File: src/rmf_pkg.sv
// shared types and constants of the rgb 3x3 median filter
// no dependencies
`timescale 1ns / 1ps
`default_nettype none

package rmf_pkg;

    localparam int CH_W          = 8;
    localparam int PIX_W         = 3 * CH_W;
    localparam int WIN_N         = 9;
    localparam int CFG_WIDTH_W   = 12;
    localparam int CFG_HEIGHT_W  = 13;
    localparam int ROW_W         = 12;
    localparam int CCOL_W        = 11;
    localparam int CROW_W        = 12;
    localparam int APB_ADDR_W    = 3;
    localparam int APB_DATA_W    = 32;

    localparam int DEF_MAX_WIDTH = 2048;
    localparam int OUT_DEPTH     = 8;

    localparam logic [CFG_WIDTH_W-1:0]  WIDTH_RESET  = 12'd640;
    localparam logic [CFG_HEIGHT_W-1:0] HEIGHT_RESET = 13'd480;

    // register index, taken from paddr[2]
    localparam logic REG_IMAGE_WIDTH  = 1'b0;
    localparam logic REG_IMAGE_HEIGHT = 1'b1;

    typedef struct packed {
        logic [CH_W-1:0] blue_in;
        logic [CH_W-1:0] green_in;
        logic [CH_W-1:0] red_in;
        logic            frame_start;
    } pix_word_t;

    typedef struct packed {
        logic [CH_W-1:0]   blue_median;
        logic [CH_W-1:0]   green_median;
        logic [CH_W-1:0]   red_median;
        logic [CCOL_W-1:0] centre_column;
        logic [CROW_W-1:0] centre_row;
    } res_word_t;

    // per-word tag carried alongside the pixel data
    typedef struct packed {
        logic              produce;
        logic [CCOL_W-1:0] ccol;
        logic [CROW_W-1:0] crow;
    } rmf_meta_t;

    // window taps: 0..2 top row, 3..5 middle, 6..8 bottom; blue in the low byte
    typedef logic [WIN_N-1:0][PIX_W-1:0] window_t;

endpackage

`default_nettype wire

File: src/rmf_out_fifo.sv
// small result queue between the median pipeline and the output channel
// depends on rmf_pkg
`timescale 1ns / 1ps
`default_nettype none

module rmf_out_fifo
    import rmf_pkg::*;
#(
    parameter int DEPTH = OUT_DEPTH
) (
    input  wire logic      clk,
    input  wire logic      rst_n,
    input  wire logic      wr_en,
    input  wire res_word_t wr_data,
    output      logic      out_valid,
    input  wire logic      out_stall,
    output      res_word_t out_data
);

    localparam int PTR_W = $clog2(DEPTH);
    localparam int CNT_W = $clog2(DEPTH + 1);

    res_word_t        q_mem [DEPTH];
    logic [PTR_W-1:0] wr_ptr_reg;
    logic [PTR_W-1:0] rd_ptr_reg;
    logic [CNT_W-1:0] cnt_reg;
    logic             pop;

    assign pop = out_valid && !out_stall;

    always_ff @(posedge clk or negedge rst_n)
    begin
        if (!rst_n)
        begin
            wr_ptr_reg <= '0;
            rd_ptr_reg <= '0;
            cnt_reg    <= '0;
        end
        else
        begin
            if (wr_en)
            begin
                wr_ptr_reg <= (wr_ptr_reg == PTR_W'(DEPTH - 1)) ? '0 : wr_ptr_reg + 1'b1;
            end
            if (pop)
            begin
                rd_ptr_reg <= (rd_ptr_reg == PTR_W'(DEPTH - 1)) ? '0 : rd_ptr_reg + 1'b1;
            end
            cnt_reg <= cnt_reg + CNT_W'(wr_en) - CNT_W'(pop);
        end
    end

    always_ff @(posedge clk)
    begin
        if (wr_en)
        begin
            q_mem[wr_ptr_reg] <= wr_data;
        end
    end

    assign out_valid = (cnt_reg != '0);
    assign out_data  = q_mem[rd_ptr_reg];

endmodule

`default_nettype wire

File: config.mk
export PLATFORM = sky130hd
export DESIGN_NAME = rmf_out_fifo
export DESIGN_NICKNAME = d
export VERILOG_FILES = /design/src/rmf_pkg.sv /design/src/rmf_out_fifo.sv
export SDC_FILE = /design/constraint.sdc
export NUM_CORES = 1
export LEC_CHECK = 0
export BUFFER_PORTS_ARGS = -buffer_cell sky130_fd_sc_hd__buf_2
export CORE_MARGIN = 1.5
export CORE_UTILIZATION = 45
export DETAILED_ROUTE_END_ITERATION = 10
export PLACE_DENSITY_LB_ADDON = 0.25
export SLEW_MARGIN = 10
export SYNTH_ARGS = -nofsm -noshare
export SYNTH_HDL_FRONTEND = slang
export SYNTH_SLANG_ARGS = --single-unit
File: constraint.sdc
create_clock -name clk -period 4.7 [get_ports clk]
set_input_delay 0.235 -clock clk [delete_from_list [all_inputs] [get_ports clk]]
set_output_delay 0.235 -clock clk [all_outputs]
set_load 0.005 [all_outputs]
==> out/qor.yml <==
synthesis:
  netlist-cell-type-count: 24
  yosys.area_share.simple: 0.00568
  syn_inst: 601
  synth_compound_area_frac: 0.00150
  synth_edf_count: 376
  yosysTopAreaCell: "edfxtp_1"
  synth_top_family_by_area: "multiplexers"
  yosysWarnings: 0
  synth_ff_type: "edfxtp_1"
  ys_top_cells_by_area: "edfxtp_1 (75%), mux4_2 (10%), mux4_1 (4.4%)"
  ys_seq_area_frac: 0.771
  syn_nets: 662
  synth_seq_cells: 386
  ys_async_sr_fraction: 0.0259
  synth.area.mux_share: 0.196
  synth_most_common_cell: "edfxtp_1"
  synthAdderAreaFrac: 0.00886
  netlist_area_um2: 15000
  synth_xor_area_frac: 0.00117
  ys_top_cells_by_count: "edfxtp_1 (376), mux4_2 (69), mux2_4 (38), mux4_1 (25), mux2_2 (14)"
  avgSynthCellArea_um2: 24.9
  yosysTopAreaCellShare: 0.754
floorplanning:
  num_io_pins: 99
  die-area_um2: 34400
  die_w_um: 185
  rows: 66
  start_util: 0.459
  core_region_area_um2: 32600
  die_h_um: 185
setup_path:
  critPathArrivalTime_ns: 3.00
  crit_start: "rd_ptr_reg[0]"
  r2r-start: "cnt_reg[2]"
  cp.required_ns: 4.47
  end_kind: "primary output"
  worstSetupPathType: "flip-flop to primary output"
  critPathMaxFanout: 40
  startpoint_type: "flip-flop"
grt:
  grt_pass1_wl_mm: 43.2
  grt_start_max_net_pins: 77
  grt_pass1_vias: 7239
  antenna_found_initial: 1
  grtUsageTotal: 0.173
  grt-ovfl-total: 0
layout:
  drive_gt1_frac: 0.379
  area.growth.synth_to_final_pct: 18.5
  instances_no_fill: 1247
  largest_register_ffs: 376
  fin_nets: 834
  nFillCells: 2465
  finish.utilization: 0.544
sta:
  maxSlewHeadroom: 0.245
  fmax_mhz: 309
  rsz0062_at_grt: "false"
  setup_viol: 0
  hold-worst-slack_ns: 0.0135
  worstMarginPinSlew_ns: 1.13
  slew_viol_final: 0
  fin_skew_ns: 0.0121
  period_needed_ns: 3.23
  hold_violations: 0
  tns_ns: 0
  fin_crit_sh: 0.688
power_and_ir_drop:
  pwr_density_cell_nw_per_um2: 608
  p_leak_nw: 6.05
  ir_drop_mv: 0.461
clock_tree:
  clockBufferDepth: 3
  post_cts_buffers: 0
  clock_latency_ns: 0.51
  clock_sinks: 386
  htreeDepth: 2
  cts_root_buf: "clkbuf_16"
  clkSlewWorstSetupHoldPaths_ns: 0.06
  cts_inserted_buffers: 40
  cts-resized-gates: 0
  cts_tree: "yes"
route:
  via_per_inst: 5.35
  vias: 6668
  routedWlPerCell_um: 22.9
  drt_drc_violations_left: 0
  initialDrtViolationCount: 391
  drt-pass1-iter-count: 5
  wl_mm: 28.6
  ant_nets: 0
hold_path:
  hold_path.startpoint: "wr_en"
  hold_path.class: "input port to flip-flop"
placed_design:
  dp_hpwl_mm: 15.1
  place.gp.congestion: 0.677
  dp.cells: 1127
  io_buffers: 98
run_status:
  outcome: "finished, final reports clean"
job:
  drv_cap: 0
path summary, 6_finish.rpt:
check                                 to  slack (ns)  cells after the start
max                         out_data[42]        1.47                      4
min                        wr_ptr_reg[1]        0.01                      2
max reg2reg                   cnt_reg[3]        2.42                      9
min reg2reg                wr_ptr_reg[2]        0.58                      1
max in group asynchronous  rd_ptr_reg[0]        4.35                      2
min in group asynchronous     cnt_reg[3]        0.12                      2
cell usage in the layout, fill, tap and decap left out:
master	Yosys	final
clkinv_1	0	4
dfrtp_4	0	3
clkbuf_1	8	7
mux2_4	38	38
nand2b_1	2	2
bufinv_16	0	5
buf_12	5	1
fa_1	1	1
nand3b_1	1	1
xor2_1	2	2
nor3_2	0	2
buf_2	12	98
nor2_1	9	3
inv_1	7	7
mux2_2	14	14
dlygate4sd3_1	0	46
nand2_1	4	4
dfrtp_1	10	7
a21o_1	1	1
nor2_4	0	6
clkinv_2	0	14
edfxtp_1	376	376
mux4_2	69	69
clkbuf_16	0	41
buf_4	0	12
a21oi_1	2	2
ha_1	9	9
nor2b_1	1	1
o21ai_0	1	1
clkinvlp_4	0	1
mux4_1	25	25
diode_2	0	2
what timing repair did:
action                                  CTS  global route
endpoints found under the setup margin    0             0
hold buffers                             46             0
endpoints found under the hold margin   365             0
critical path: stages (launching register included):
cell and delay [ns]:
dfrtp_4 0.95, buf_4 0.50, mux4_1 0.61, mux2_4 0.29
buf_2 0.13
final cells by class:
cell class	instances	area (um^2)	area share
Timing Repair Buffer	157	1060	0.0598
Tap cell	442	553	0.0312
Clock inverter	24	243	0.0137
Clock buffer	48	1050	0.0593
Antenna cell	2	5.00	0.000282
Inverter	7	26.3	0.00148
Sequential cell	386	11600	0.651
Multi-Input combinational cell	181	3250	0.183
report_power, final:
group	internal, W	switching (W)	leakage (nW)
combinational	0.00169	0.00119	1.88
sequential	0.00432	0.000492	3.53
clock	0.00187	0.00122	0.645
cells by family after synthesis:
| kind of cell | after synthesis |
|---|---|
| mux | 146 |
| simple gates | 19 |
| xor+xnor | 2 |
| flops | 386 |
| buf+inv | 34 |
| fa+ha+maj | 10 |
| compound gates | 4 |
metrics by stage:
step / total power [W] / area [um^2] / setup WS (ns)
floorplan: 0.00682 / 15000 / 0.405
global placement: 0.00772 / 16000 / 1.97
detailed placement: 0.00783 / 16000 / 1.92
CTS: 0.0110 / 17700 / 1.37
global route: 0.0113 / 17700 / 1.27
finish: 0.0108 / 17700 / 1.47
routing by layer:
| metal | share of wire | global-route usage | wire (um) | up-vias |
|---|---|---|---|---|
| li1 | - | - | - | 2924 |
| met1 | 0.43 | 0.228 | 12200 | 3532 |
| met2 | 0.50 | 0.298 | 14400 | 168 |
| met3 | 0.052 | 0.0315 | 1480 | 44 |
| met4 | 0.020 | 0.0459 | 575 | 0 |
| met5 | 0 | 0 | 0 | - |
No activity file was read; power rests on OpenSTA's default activity.
