## src/rmf_pkg.sv

```systemverilog
// shared types and constants of the rgb 3x3 median filter
// no dependencies
`timescale 1ns / 1ps
`default_nettype none

package rmf_pkg;

    localparam int CH_W          = 8;
    localparam int PIX_W         = 3 * CH_W;
    localparam int WIN_N         = 9;
    localparam int CFG_WIDTH_W   = 12;
    localparam int CFG_HEIGHT_W  = 13;
    localparam int ROW_W         = 12;
    localparam int CCOL_W        = 11;
    localparam int CROW_W        = 12;
    localparam int APB_ADDR_W    = 3;
    localparam int APB_DATA_W    = 32;

    localparam int DEF_MAX_WIDTH = 2048;
    localparam int OUT_DEPTH     = 8;

    localparam logic [CFG_WIDTH_W-1:0]  WIDTH_RESET  = 12'd640;
    localparam logic [CFG_HEIGHT_W-1:0] HEIGHT_RESET = 13'd480;

    // register index, taken from paddr[2]
    localparam logic REG_IMAGE_WIDTH  = 1'b0;
    localparam logic REG_IMAGE_HEIGHT = 1'b1;

    typedef struct packed {
        logic [CH_W-1:0] blue_in;
        logic [CH_W-1:0] green_in;
        logic [CH_W-1:0] red_in;
        logic            frame_start;
    } pix_word_t;

    typedef struct packed {
        logic [CH_W-1:0]   blue_median;
        logic [CH_W-1:0]   green_median;
        logic [CH_W-1:0]   red_median;
        logic [CCOL_W-1:0] centre_column;
        logic [CROW_W-1:0] centre_row;
    } res_word_t;

    // per-word tag carried alongside the pixel data
    typedef struct packed {
        logic              produce;
        logic [CCOL_W-1:0] ccol;
        logic [CROW_W-1:0] crow;
    } rmf_meta_t;

    // window taps: 0..2 top row, 3..5 middle, 6..8 bottom; blue in the low byte
    typedef logic [WIN_N-1:0][PIX_W-1:0] window_t;

endpackage

`default_nettype wire

```

## src/rmf_median.sv

```systemverilog
// three-stage median-of-nine pipeline for the blue, green and red channels
// depends on rmf_pkg
`timescale 1ns / 1ps
`default_nettype none

module rmf_median
    import rmf_pkg::*;
(
    input  wire logic      clk,
    input  wire logic      rst_n,
    input  wire window_t   win,
    input  wire logic      win_valid,
    input  wire rmf_meta_t win_meta,
    output      logic      res_valid,
    output      res_word_t res_data
);

    function automatic logic [CH_W-1:0] min2(input logic [CH_W-1:0] a, input logic [CH_W-1:0] b);
        return (a < b) ? a : b;
    endfunction

    function automatic logic [CH_W-1:0] max2(input logic [CH_W-1:0] a, input logic [CH_W-1:0] b);
        return (a < b) ? b : a;
    endfunction

    function automatic logic [CH_W-1:0] med3(input logic [CH_W-1:0] a, input logic [CH_W-1:0] b,
                                             input logic [CH_W-1:0] c);
        return max2(min2(a, b), min2(max2(a, b), c));
    endfunction

    // rank 0 lowest, rank 2 highest
    function automatic logic [2:0][CH_W-1:0] sort3(input logic [CH_W-1:0] a,
                                                   input logic [CH_W-1:0] b,
                                                   input logic [CH_W-1:0] c);
        logic [CH_W-1:0]       lo1;
        logic [CH_W-1:0]       hi1;
        logic [CH_W-1:0]       t;
        logic [2:0][CH_W-1:0]  s;
        lo1  = min2(a, b);
        hi1  = max2(a, b);
        t    = max2(lo1, c);
        s[0] = min2(lo1, c);
        s[1] = min2(hi1, t);
        s[2] = max2(hi1, t);
        return s;
    endfunction

    // [channel][row][rank]
    logic [2:0][2:0][2:0][CH_W-1:0] sa_next;
    logic [2:0][2:0][2:0][CH_W-1:0] sa_reg;
    logic                           sa_valid_reg;
    rmf_meta_t                      sa_meta_reg;

    // [channel][max of lows, median of mids, min of highs]
    logic [2:0][2:0][CH_W-1:0]      sb_next;
    logic [2:0][2:0][CH_W-1:0]      sb_reg;
    logic                           sb_valid_reg;
    rmf_meta_t                      sb_meta_reg;

    logic [2:0][CH_W-1:0]           med_next;
    res_word_t                      res_reg;
    logic                           res_valid_reg;

    always_comb
    begin
        for (int ch = 0; ch < 3; ch++)
        begin
            for (int r = 0; r < 3; r++)
            begin
                sa_next[ch][r] = sort3(win[3*r][CH_W*ch +: CH_W],
                                       win[3*r+1][CH_W*ch +: CH_W],
                                       win[3*r+2][CH_W*ch +: CH_W]);
            end
        end
    end

    always_comb
    begin
        for (int ch = 0; ch < 3; ch++)
        begin
            sb_next[ch][0] = max2(max2(sa_reg[ch][0][0], sa_reg[ch][1][0]), sa_reg[ch][2][0]);
            sb_next[ch][1] = med3(sa_reg[ch][0][1], sa_reg[ch][1][1], sa_reg[ch][2][1]);
            sb_next[ch][2] = min2(min2(sa_reg[ch][0][2], sa_reg[ch][1][2]), sa_reg[ch][2][2]);
        end
    end

    always_comb
    begin
        for (int ch = 0; ch < 3; ch++)
        begin
            med_next[ch] = med3(sb_reg[ch][0], sb_reg[ch][1], sb_reg[ch][2]);
        end
    end

    always_ff @(posedge clk or negedge rst_n)
    begin
        if (!rst_n)
        begin
            sa_valid_reg  <= 1'b0;
            sb_valid_reg  <= 1'b0;
            res_valid_reg <= 1'b0;
        end
        else
        begin
            sa_valid_reg  <= win_valid;
            sb_valid_reg  <= sa_valid_reg;
            res_valid_reg <= sb_valid_reg;
        end
    end

    always_ff @(posedge clk)
    begin
        sa_reg                <= sa_next;
        sa_meta_reg           <= win_meta;
        sb_reg                <= sb_next;
        sb_meta_reg           <= sa_meta_reg;
        res_reg.blue_median   <= med_next[0];
        res_reg.green_median  <= med_next[1];
        res_reg.red_median    <= med_next[2];
        res_reg.centre_column <= sb_meta_reg.ccol;
        res_reg.centre_row    <= sb_meta_reg.crow;
    end

    assign res_valid = res_valid_reg;
    assign res_data  = res_reg;

endmodule

`default_nettype wire

```

## config.mk

```make
export PLATFORM = sky130hd
export DESIGN_NAME = rmf_median
export DESIGN_NICKNAME = d
export VERILOG_FILES = /design/src/rmf_pkg.sv /design/src/rmf_median.sv
export SDC_FILE = /design/constraint.sdc
export NUM_CORES = 1
export LEC_CHECK = 0
export ABC_CLOCK_PERIOD_IN_PS = 9850
export BUFFER_PORTS_ARGS = -buffer_cell sky130_fd_sc_hd__buf_2
export CAP_MARGIN = 20
export CORE_ASPECT_RATIO = 2
export CORE_UTILIZATION = 35
export CTS_CLUSTER_DIAMETER = 50
export DETAILED_ROUTE_END_ITERATION = 10
export GPL_TIMING_DRIVEN = 0
export SYNTH_ARGS = -nofsm -noshare
export SYNTH_HDL_FRONTEND = slang
export SYNTH_SLANG_ARGS = --single-unit
```

## constraint.sdc

```tcl
create_clock -name clk -period 9.85 [get_ports clk]
set_input_delay 0 -clock clk [delete_from_list [all_inputs] [get_ports clk]]
set_output_delay 0 -clock clk [all_outputs]
set_load 0.005 [all_outputs]
```

==> results.txt, run 1 <==
status -> finished clean
synth unique cells -> 80
Std-Cell Core Area -> 78000 sq um
vias in the first global route -> 25700
crit start category -> input port
buffers and inverters on the worst path -> 7
final setup violation count -> 0
Top FF cell, synth -> dfxtp_1
setup TNS -> 0 ns
synth warn -> 0
Post-synth EDFFs -> 0
Finished Core Util -> 0.448
HP Class -> in -> reg
share of flip-flops with an asynchronous set or reset -> 0.00781
total design power -> 12600 uW
total die area -> 79800 sq um
first-pass GRT wire length -> 133000 um
Detailed Routing Iterations Pass 1 -> 7
Crit Path Max Fanout -> 10
RR Endpoint -> res_data[28]$_DFF_P_
CP delay by family, top -> compound AO/OA/AOI/OAI gates
Syn-to-layout area delta -> 27.0%
post-synth net total -> 3881
most common cell after layout, fill and taps aside -> inv_1
met3 wire length -> 3380 um
CP endpoint kind -> flop
synth top area cells -> dfxtp_1 (28%), ha_1 (18%), mux2i_1 (8.4%), inv_1 (5.8%), mux2_2 (5.5%)
most frequent cells in the layout -> inv_1 (423), ha_1 (399), dfxtp_1 (381)
Hold Crit Start -> win[186]
share of cells above drive strength 1 -> 0.156
Seq/Total Area, Yosys -> 0.280
reg2reg setup slack -> 3.18 ns
kind of critical path -> in -> reg
port buffer count -> 281
Power Density -> 362 nW/um^2
Slew HR -> 0.296
post-route ant nets -> 0
initial core utilization -> 0.353
Ports -> 291
# rows -> 145
aggregate routed wire length -> 87300 um
Psw -> 5790 uW
routed vias -> 25400
post-route minimum period -> 7.36 ns
grt total ovfl -> 0
Worst Tran Pin Value -> 1.05 ns
die width -> 200 um
number of antenna violations at the first check in global routing -> 21
clk_lat worst skew -> 0.57 ns
Setup Skew -> 0.0231 ns
DRT iter0 DRCs -> 982
Synth Instances -> 3239
metal2 WL -> 45800 um
crit share post-route -> 0.747
final hold vios -> 0
f_max -> 0.136 GHz
gr usage total -> 0.213
Synth area leader -> dfxtp_1
synthesized area per cell -> 8.49 sq um
slowest stage delay, CP -> 0.58 ns
critical path arrival -> 7.82 ns
Worst Hold Depth -> 5
Max VDD drop -> 157 uV
Int Pwr -> 6850 uW
Residual DRC -> 0
Synth Cell Area -> 27500 sq um
Die H -> 398 um
RSZ-0062 raised after global routing -> false
NumNets Final -> 4522
CTS sink cnt -> 384
Worst Path Required -> 10.31 ns
CTS max path bufs -> 3
Critical R2R Launch -> sb_reg[58]$_DFF_P_
post-CTS sizing -> 0
Yosys reg bits -> 384
sw frac -> 0.458
Fill cells -> 7761
register clock-pin slew on the reported worst setup and hold paths -> 0.07 ns
clk root buf -> clkbuf_16
post-synth top area share -> 0.277
largest net degree at the start of global routing -> 18
Reg2Reg Depth -> 25
CTS tree -> built
Max Slew Vio Count -> 0
sequential power share -> 0.209
Largest register FFs -> 216
wl on met1 -> 30800 um
hold endpoint -> sa_reg[210]$_DFF_P_
Vias/cell -> 5.14
slowest CP cell -> dlygate4sd3_1
clock power share -> 0.138
cts bufs inserted -> 43
dpl hpwl -> 71900 um
H-tree levels -> 2
Gate power share -> 0.654
Leak -> 0.0170 uW
Highest Signal Layer -> met5
routability congestion estimate -> 0.937
Max-Cap Viols -> 0
routed len/inst -> 17.6 um
Post CTS Setup Buffer Count -> 0
[final cells by class]
cell class,instances,area [sq um],area share
diodes,8,20.0,0.000573
plain buffers,102,539,0.0154
clock buffers,52,1190,0.0341
clock inverters,26,359,0.0103
inverters,423,1590,0.0455
multi-input cells,2330,17700,0.506
flip-flops and latches,384,7700,0.221
well taps,1029,1290,0.0369
repair buffers,596,4560,0.131
[synth_stat cells (all sizes together), types with 6 or more instances]
master   count
inv        423
ha         399
dfxtp      381
o21ai      274
nand2      238
a21oi      231
mux2i      230
nor2       222
mux2       137
nand3       89
a21o        77
clkbuf      62
buf         40
nand2b      29
nand4       29
o211ai      29
o21a        25
a211oi      23
and3        20
nor3        20
nor2b       18
a211o       17
or3         15
a31oi       14
a2111oi     13
or2         13
and4        12
and2        11
o2111ai     11
o221ai      10
a21bo        8
o21bai       8
o41ai        8
a221oi       7
a311oi       7
a31o         6
o211a        6
o22a         6
o31ai        6
[metrics by stage]
step / instance area, sq um / instances / hold slack [ns] / worst slack [ns]
global placement: 30200 / 4549 / -0.204 / 2.97
detailed placement: 30200 / 4550 / -0.202 / 2.88
finish: 34900 / 4950 / 0.0288 / 2.49
floorplan: 27500 / 3239 / -0.296 / 4.33
CTS: 34900 / 4942 / 0.00236 / 2.60
global route: 34900 / 4948 / 0.0193 / 2.15
[worst max-delay path by stage]
stage	depth (start not counted)	slack [ns]	endpoint	from
3_5_place_dp	24	2.88	sa_reg[13]$_DFF_P_	win[25]
5_1_grt	25	2.15	sa_reg[19]$_DFF_P_	win[1]
4_1_cts	26	2.60	sa_reg[16]$_DFF_P_	win[1]
2_1_floorplan	24	4.33	sa_reg[16]$_DFF_P_	win[25]
3_3_place_gp	24	2.97	sa_reg[13]$_DFF_P_	win[25]
6_report	25	2.49	sa_reg[22]$_DFF_P_	win[1]
[what timing repair did]
action	4_1_cts	5_1_grt
endpoints found under the setup margin	0	0
hold buffers	314	0
endpoints found under the hold margin	240	0
[routing by layer]
| metal | vias up | track usage |
|---|---|---|
| met2 | 651 | 0.416 |
| li1 | 12700 | - |
| met4 | 22 | 0.168 |
| met5 | - | 0 |
| met3 | 270 | 0.0320 |
| met1 | 11800 | 0.195 |
[logic make-up (layout without fill, tap and decap cells)]
kind of cell | count (synthesis) | in the layout | synth area share
AOI/OAI and AO/OA | 823 | 823 | 0.195
adders and majority gates | 399 | 399 | 0.182
buffers and inverters | 525 | 1199 | 0.0773
DFF | 384 | 384 | 0.280
muxes | 367 | 367 | 0.140
other | 0 | 8 | 0
and+or+nand+nor | 741 | 741 | 0.126
[power groups by stage]
| stage | Combinational [uW] | Sequential, uW | Clock [uW] |
|---|---|---|---|
| final | 8260 | 2640 | 1740 |
| after global routing | 9210 | 2690 | 1850 |
| after CTS | 8290 | 2640 | 1800 |
| after detailed placement | 7980 | 2680 | 0 |
| after global placement | 7890 | 2670 | 0 |
| after floorplan | 5930 | 2460 | 0 |
[tightest hold or removal path, delay by kind of cell]
family                 cells  cell delay (ns)
buffers and inverters      2             0.13
and+or+nand+nor            1             0.10
AOI/OAI and AO/OA          1             0.09
muxes                      1             0.22
Power figures use the tool's default switching activity.
==> run 2, diff against run 1 <==
- ABC_AREA: default -> 1
- ABC_CLOCK_PERIOD_IN_PS: 9850 -> 5950
- clock period: 9.85 -> 5.95 ns (I/O delays scaled with it)
==> run 2 against run 1 <==
Against the previous run:
- global-route usage is 0.20 points lower
- wire length is 6.2% lower
- sequential share of layout area is 0.94 points higher
- die area is 3.1% lower
- synthesized cell count is 23% higher
- final area is 4.1% lower
- highest routed layer unchanged
==> results.txt, run 2 <==
synth cell count leaders -> nand2_1 (1223), inv_1 (596), ha_1 (399)
met3 global-route usage -> 0.0308 (-0.00121)
share of cells above drive strength 1 -> 0.114 (-0.0421)
CTS max path bufs -> 3 (unchanged)
DRT iter0 DRCs -> 841 (-14%)
aggregate routed wire length -> 81900 um (-6.2%)
post-route minimum period -> 5.39 ns
Synth Cell Area -> 26700 sq um (-3.1%)
cts bufs inserted -> 42 (-2.3%)
Critical path origin -> win[78]
routed vias -> 26700 (+5.0%)
Std-Cell Core Area -> 75200 sq um (-3.7%)
CTS sink cnt -> 384 (unchanged)
Max-Cap Viols -> 0 (unchanged)
Max Slew Vio Count -> 0 (unchanged)
synth top area cells -> dfxtp_1 (29%), ha_1 (19%), nand2_1 (17%), inv_1 (8.4%), o21ai_0 (7.2%)
Top FF cell, synth -> dfxtp_1
post-synth top area share -> 0.286 (+0.00884)
synth warn -> 0 (unchanged)
Worst Tran Pin Value -> 0.934 ns (-0.114 ns)
kind of critical path -> in -> reg
Worst Path Required -> 6.45 ns (-3.86 ns)
number of antenna violations at the first check in global routing -> 9 (-57%)
Yosys reg bits -> 384 (unchanged)
Slew HR -> 0.373 (+0.0777)
CP endpoint kind -> flop
gr usage total -> 0.211 (-0.00197)
GRT met1 Usage -> 0.176 (-0.0191)
critical path arrival -> 5.89 ns (-1.93 ns)
initial core utilization -> 0.355 (+0.00210)
grt total ovfl -> 0 (unchanged)
clk root buf -> clkbuf_16
final hold vios -> 0 (unchanged)
Synth Instances -> 3984 (+23%)
CTS tree -> built
clk_lat worst skew -> 0.59 ns (+0.02 ns)
share of flip-flops with an asynchronous set or reset -> 0.00781 (unchanged)
H-tree levels -> 2 (unchanged)
routed len/inst -> 14.5 um (-18%)
NumNets Final -> 5235 (+16%)
# rows -> 142 (-2.1%)
synth unique cells -> 26 (-68%)
Critical R2R Launch -> sa_reg[107]$_DFF_P_
synthesized area per cell -> 6.69 sq um (-21%)
Post-synth EDFFs -> 0 (unchanged)
crit start category -> input port
die width -> 197 um (-1.5%)
HP Class -> in -> reg
routability congestion estimate -> 0.909 (-3.1%)
register clock-pin slew on the reported worst setup and hold paths -> 0.06 ns (about the same)
final setup violation count -> 0 (unchanged)
crit share post-route -> 0.906
Syn-to-layout area delta -> 25.7%
setup TNS -> 0 ns (unchanged)
first-pass GRT wire length -> 128000 um (-4.2%)
vias in the first global route -> 26300 (+2.5%)
f_max -> 0.186 GHz
Detailed Routing Iterations Pass 1 -> 6 (-1)
Setup Skew -> 0.0246 ns (+0.00143 ns)
Crit Path Max Fanout -> 10 (unchanged)
Seq/Total Area, Yosys -> 0.289 (+0.00893)
RSZ-0062 raised after global routing -> false
most frequent cells in the layout -> nand2_1 (1223), inv_1 (596), ha_1 (399)
Largest register FFs -> 216 (unchanged)
post-route ant nets -> 0 (unchanged)
Ports -> 291 (unchanged)
GR peak layer -> met2
Residual DRC -> 0 (unchanged)
total die area -> 77300 sq um (-3.1%)
Hold Crit Start -> win[177]
port buffer count -> 289 (+2.8%)
count leader, synth -> nand2_1
GRT met2 Usage -> 0.435 (+0.0196)
largest net degree at the start of global routing -> 17 (-1)
status -> finished clean
most common cell after layout, fill and taps aside -> nand2_1
post-synth net total -> 4626 (+19%)
Die H -> 392 um (-1.5%)
Synth area leader -> dfxtp_1
dpl hpwl -> 68800 um (-4.3%)
Vias/cell -> 4.74 (-7.7%)
-- run 2: changes by cell type after synthesis, moves of 51 or more --
cell | previous run | this run
o21ai_0 | 251 | 383
inv_1 | 423 | 596
nand2_2 | 3 | 54
nand2_1 | 235 | 1223
mux2_2 | 135 | 0
a21o_1 | 77 | 0
nand3_1 | 89 | 263
mux2i_1 | 230 | 0
-- run 2: cells by family (layout without fill, tap and decap cells) --
logic type,Yosys count,after routing,share of synthesized area
and+or+nand+nor,1789,1789,0.277
buffers and inverters,712,1350,0.106
AOI/OAI and AO/OA,700,700,0.140
adders and majority gates,399,399,0.187
DFF,384,384,0.289
other,0,2,0
-- run 2: stage by stage --
| step | cells | instance area [sq um] | setup WS, ns | hold WS (ns) | util |
|---|---|---|---|---|---|
| floorplan | 3984 | 26700 | 1.68 | -0.296 | - |
| global placement | 5281 | 29400 | 0.398 | -0.206 | 0.391 |
| detailed placement | 5281 | 29400 | 0.343 | -0.201 | 0.391 |
| CTS | 5624 | 33500 | 0.298 | 0.00167 | 0.445 |
| global route | 5631 | 33500 | 0.0321 | 0.0304 | 0.446 |
| finish | 5632 | 33500 | 0.559 | 0.0312 | 0.446 |
-- run 2: area by class of cell --
type                            count  area, sq um
Antenna cell                        2         5.00
Buffer                            107          566
Clock buffer                       50         1130
Clock inverter                     23          264
Fill cell                        7764        41700
Inverter                          605         2270
Multi-Input combinational cell   2888        16100
Sequential cell                   384         7700
Tap cell                         1008         1260
Timing Repair Buffer              565         4180
-- run 2: routing by layer --
metal | vias to the layer above | part of all wire
met5 | - | 0.0011
met4 | 14 | 0.080
met3 | 269 | 0.036
met2 | 594 | 0.55
met1 | 11800 | 0.33
li1 | 14000 | -
-- run 2: critical path: stages --
cell	delay (ns)
dlygate4sd3_1	0.55
buf_2	0.15
ha_1	0.28
nand2_1	0.06
nor2_1	0.26
nand2_2	0.11
nand2_2	0.09
buf_2	0.22
buf_2	0.24
nor2_1	0.06
a21oi_1	0.31
ha_1	0.32
a21oi_1	0.13
nor2_1	0.05
a211oi_1	0.44
nand2_2	0.17
inv_1	0.21
buf_2	0.24
nand2_1	0.06
o21ai_0	0.22
ha_1	0.36
nand2_1	0.10
nor2_1	0.06
a211oi_2	0.50
clkbuf_1	0.41
nand3_1	0.13
nand2_1	0.13
-- run 2: worst paths after layout --
path / slack, ns / depth (start not counted) / to
worst min-delay path: 0.03 / 5 / sa_reg[137]$_DFF_P_
max in group asynchronous: 5.52 / 3 / sa_valid_reg$_DFF_PN0_
worst min register to register: 0.32 / 0 / res_data[10]$_DFF_P_
min in group asynchronous: 0.29 / 3 / res_valid$_DFF_PN0_
worst max register to register: 0.62 / 30 / sb_reg[38]$_DFF_P_
worst max-delay path: 0.56 / 27 / sa_reg[37]$_DFF_P_
-- run 2: repair_timing --
item                                    CTS  global route
endpoints found under the hold margin   218             0
setup buffers                             0             0
gates resized for setup                   0             0
hold buffers                            270             0
endpoints found under the setup margin    0             0
Power of run 2 is not shown: default switching activity piles up to over one toggle a cycle in this logic, so the estimate is an artifact.
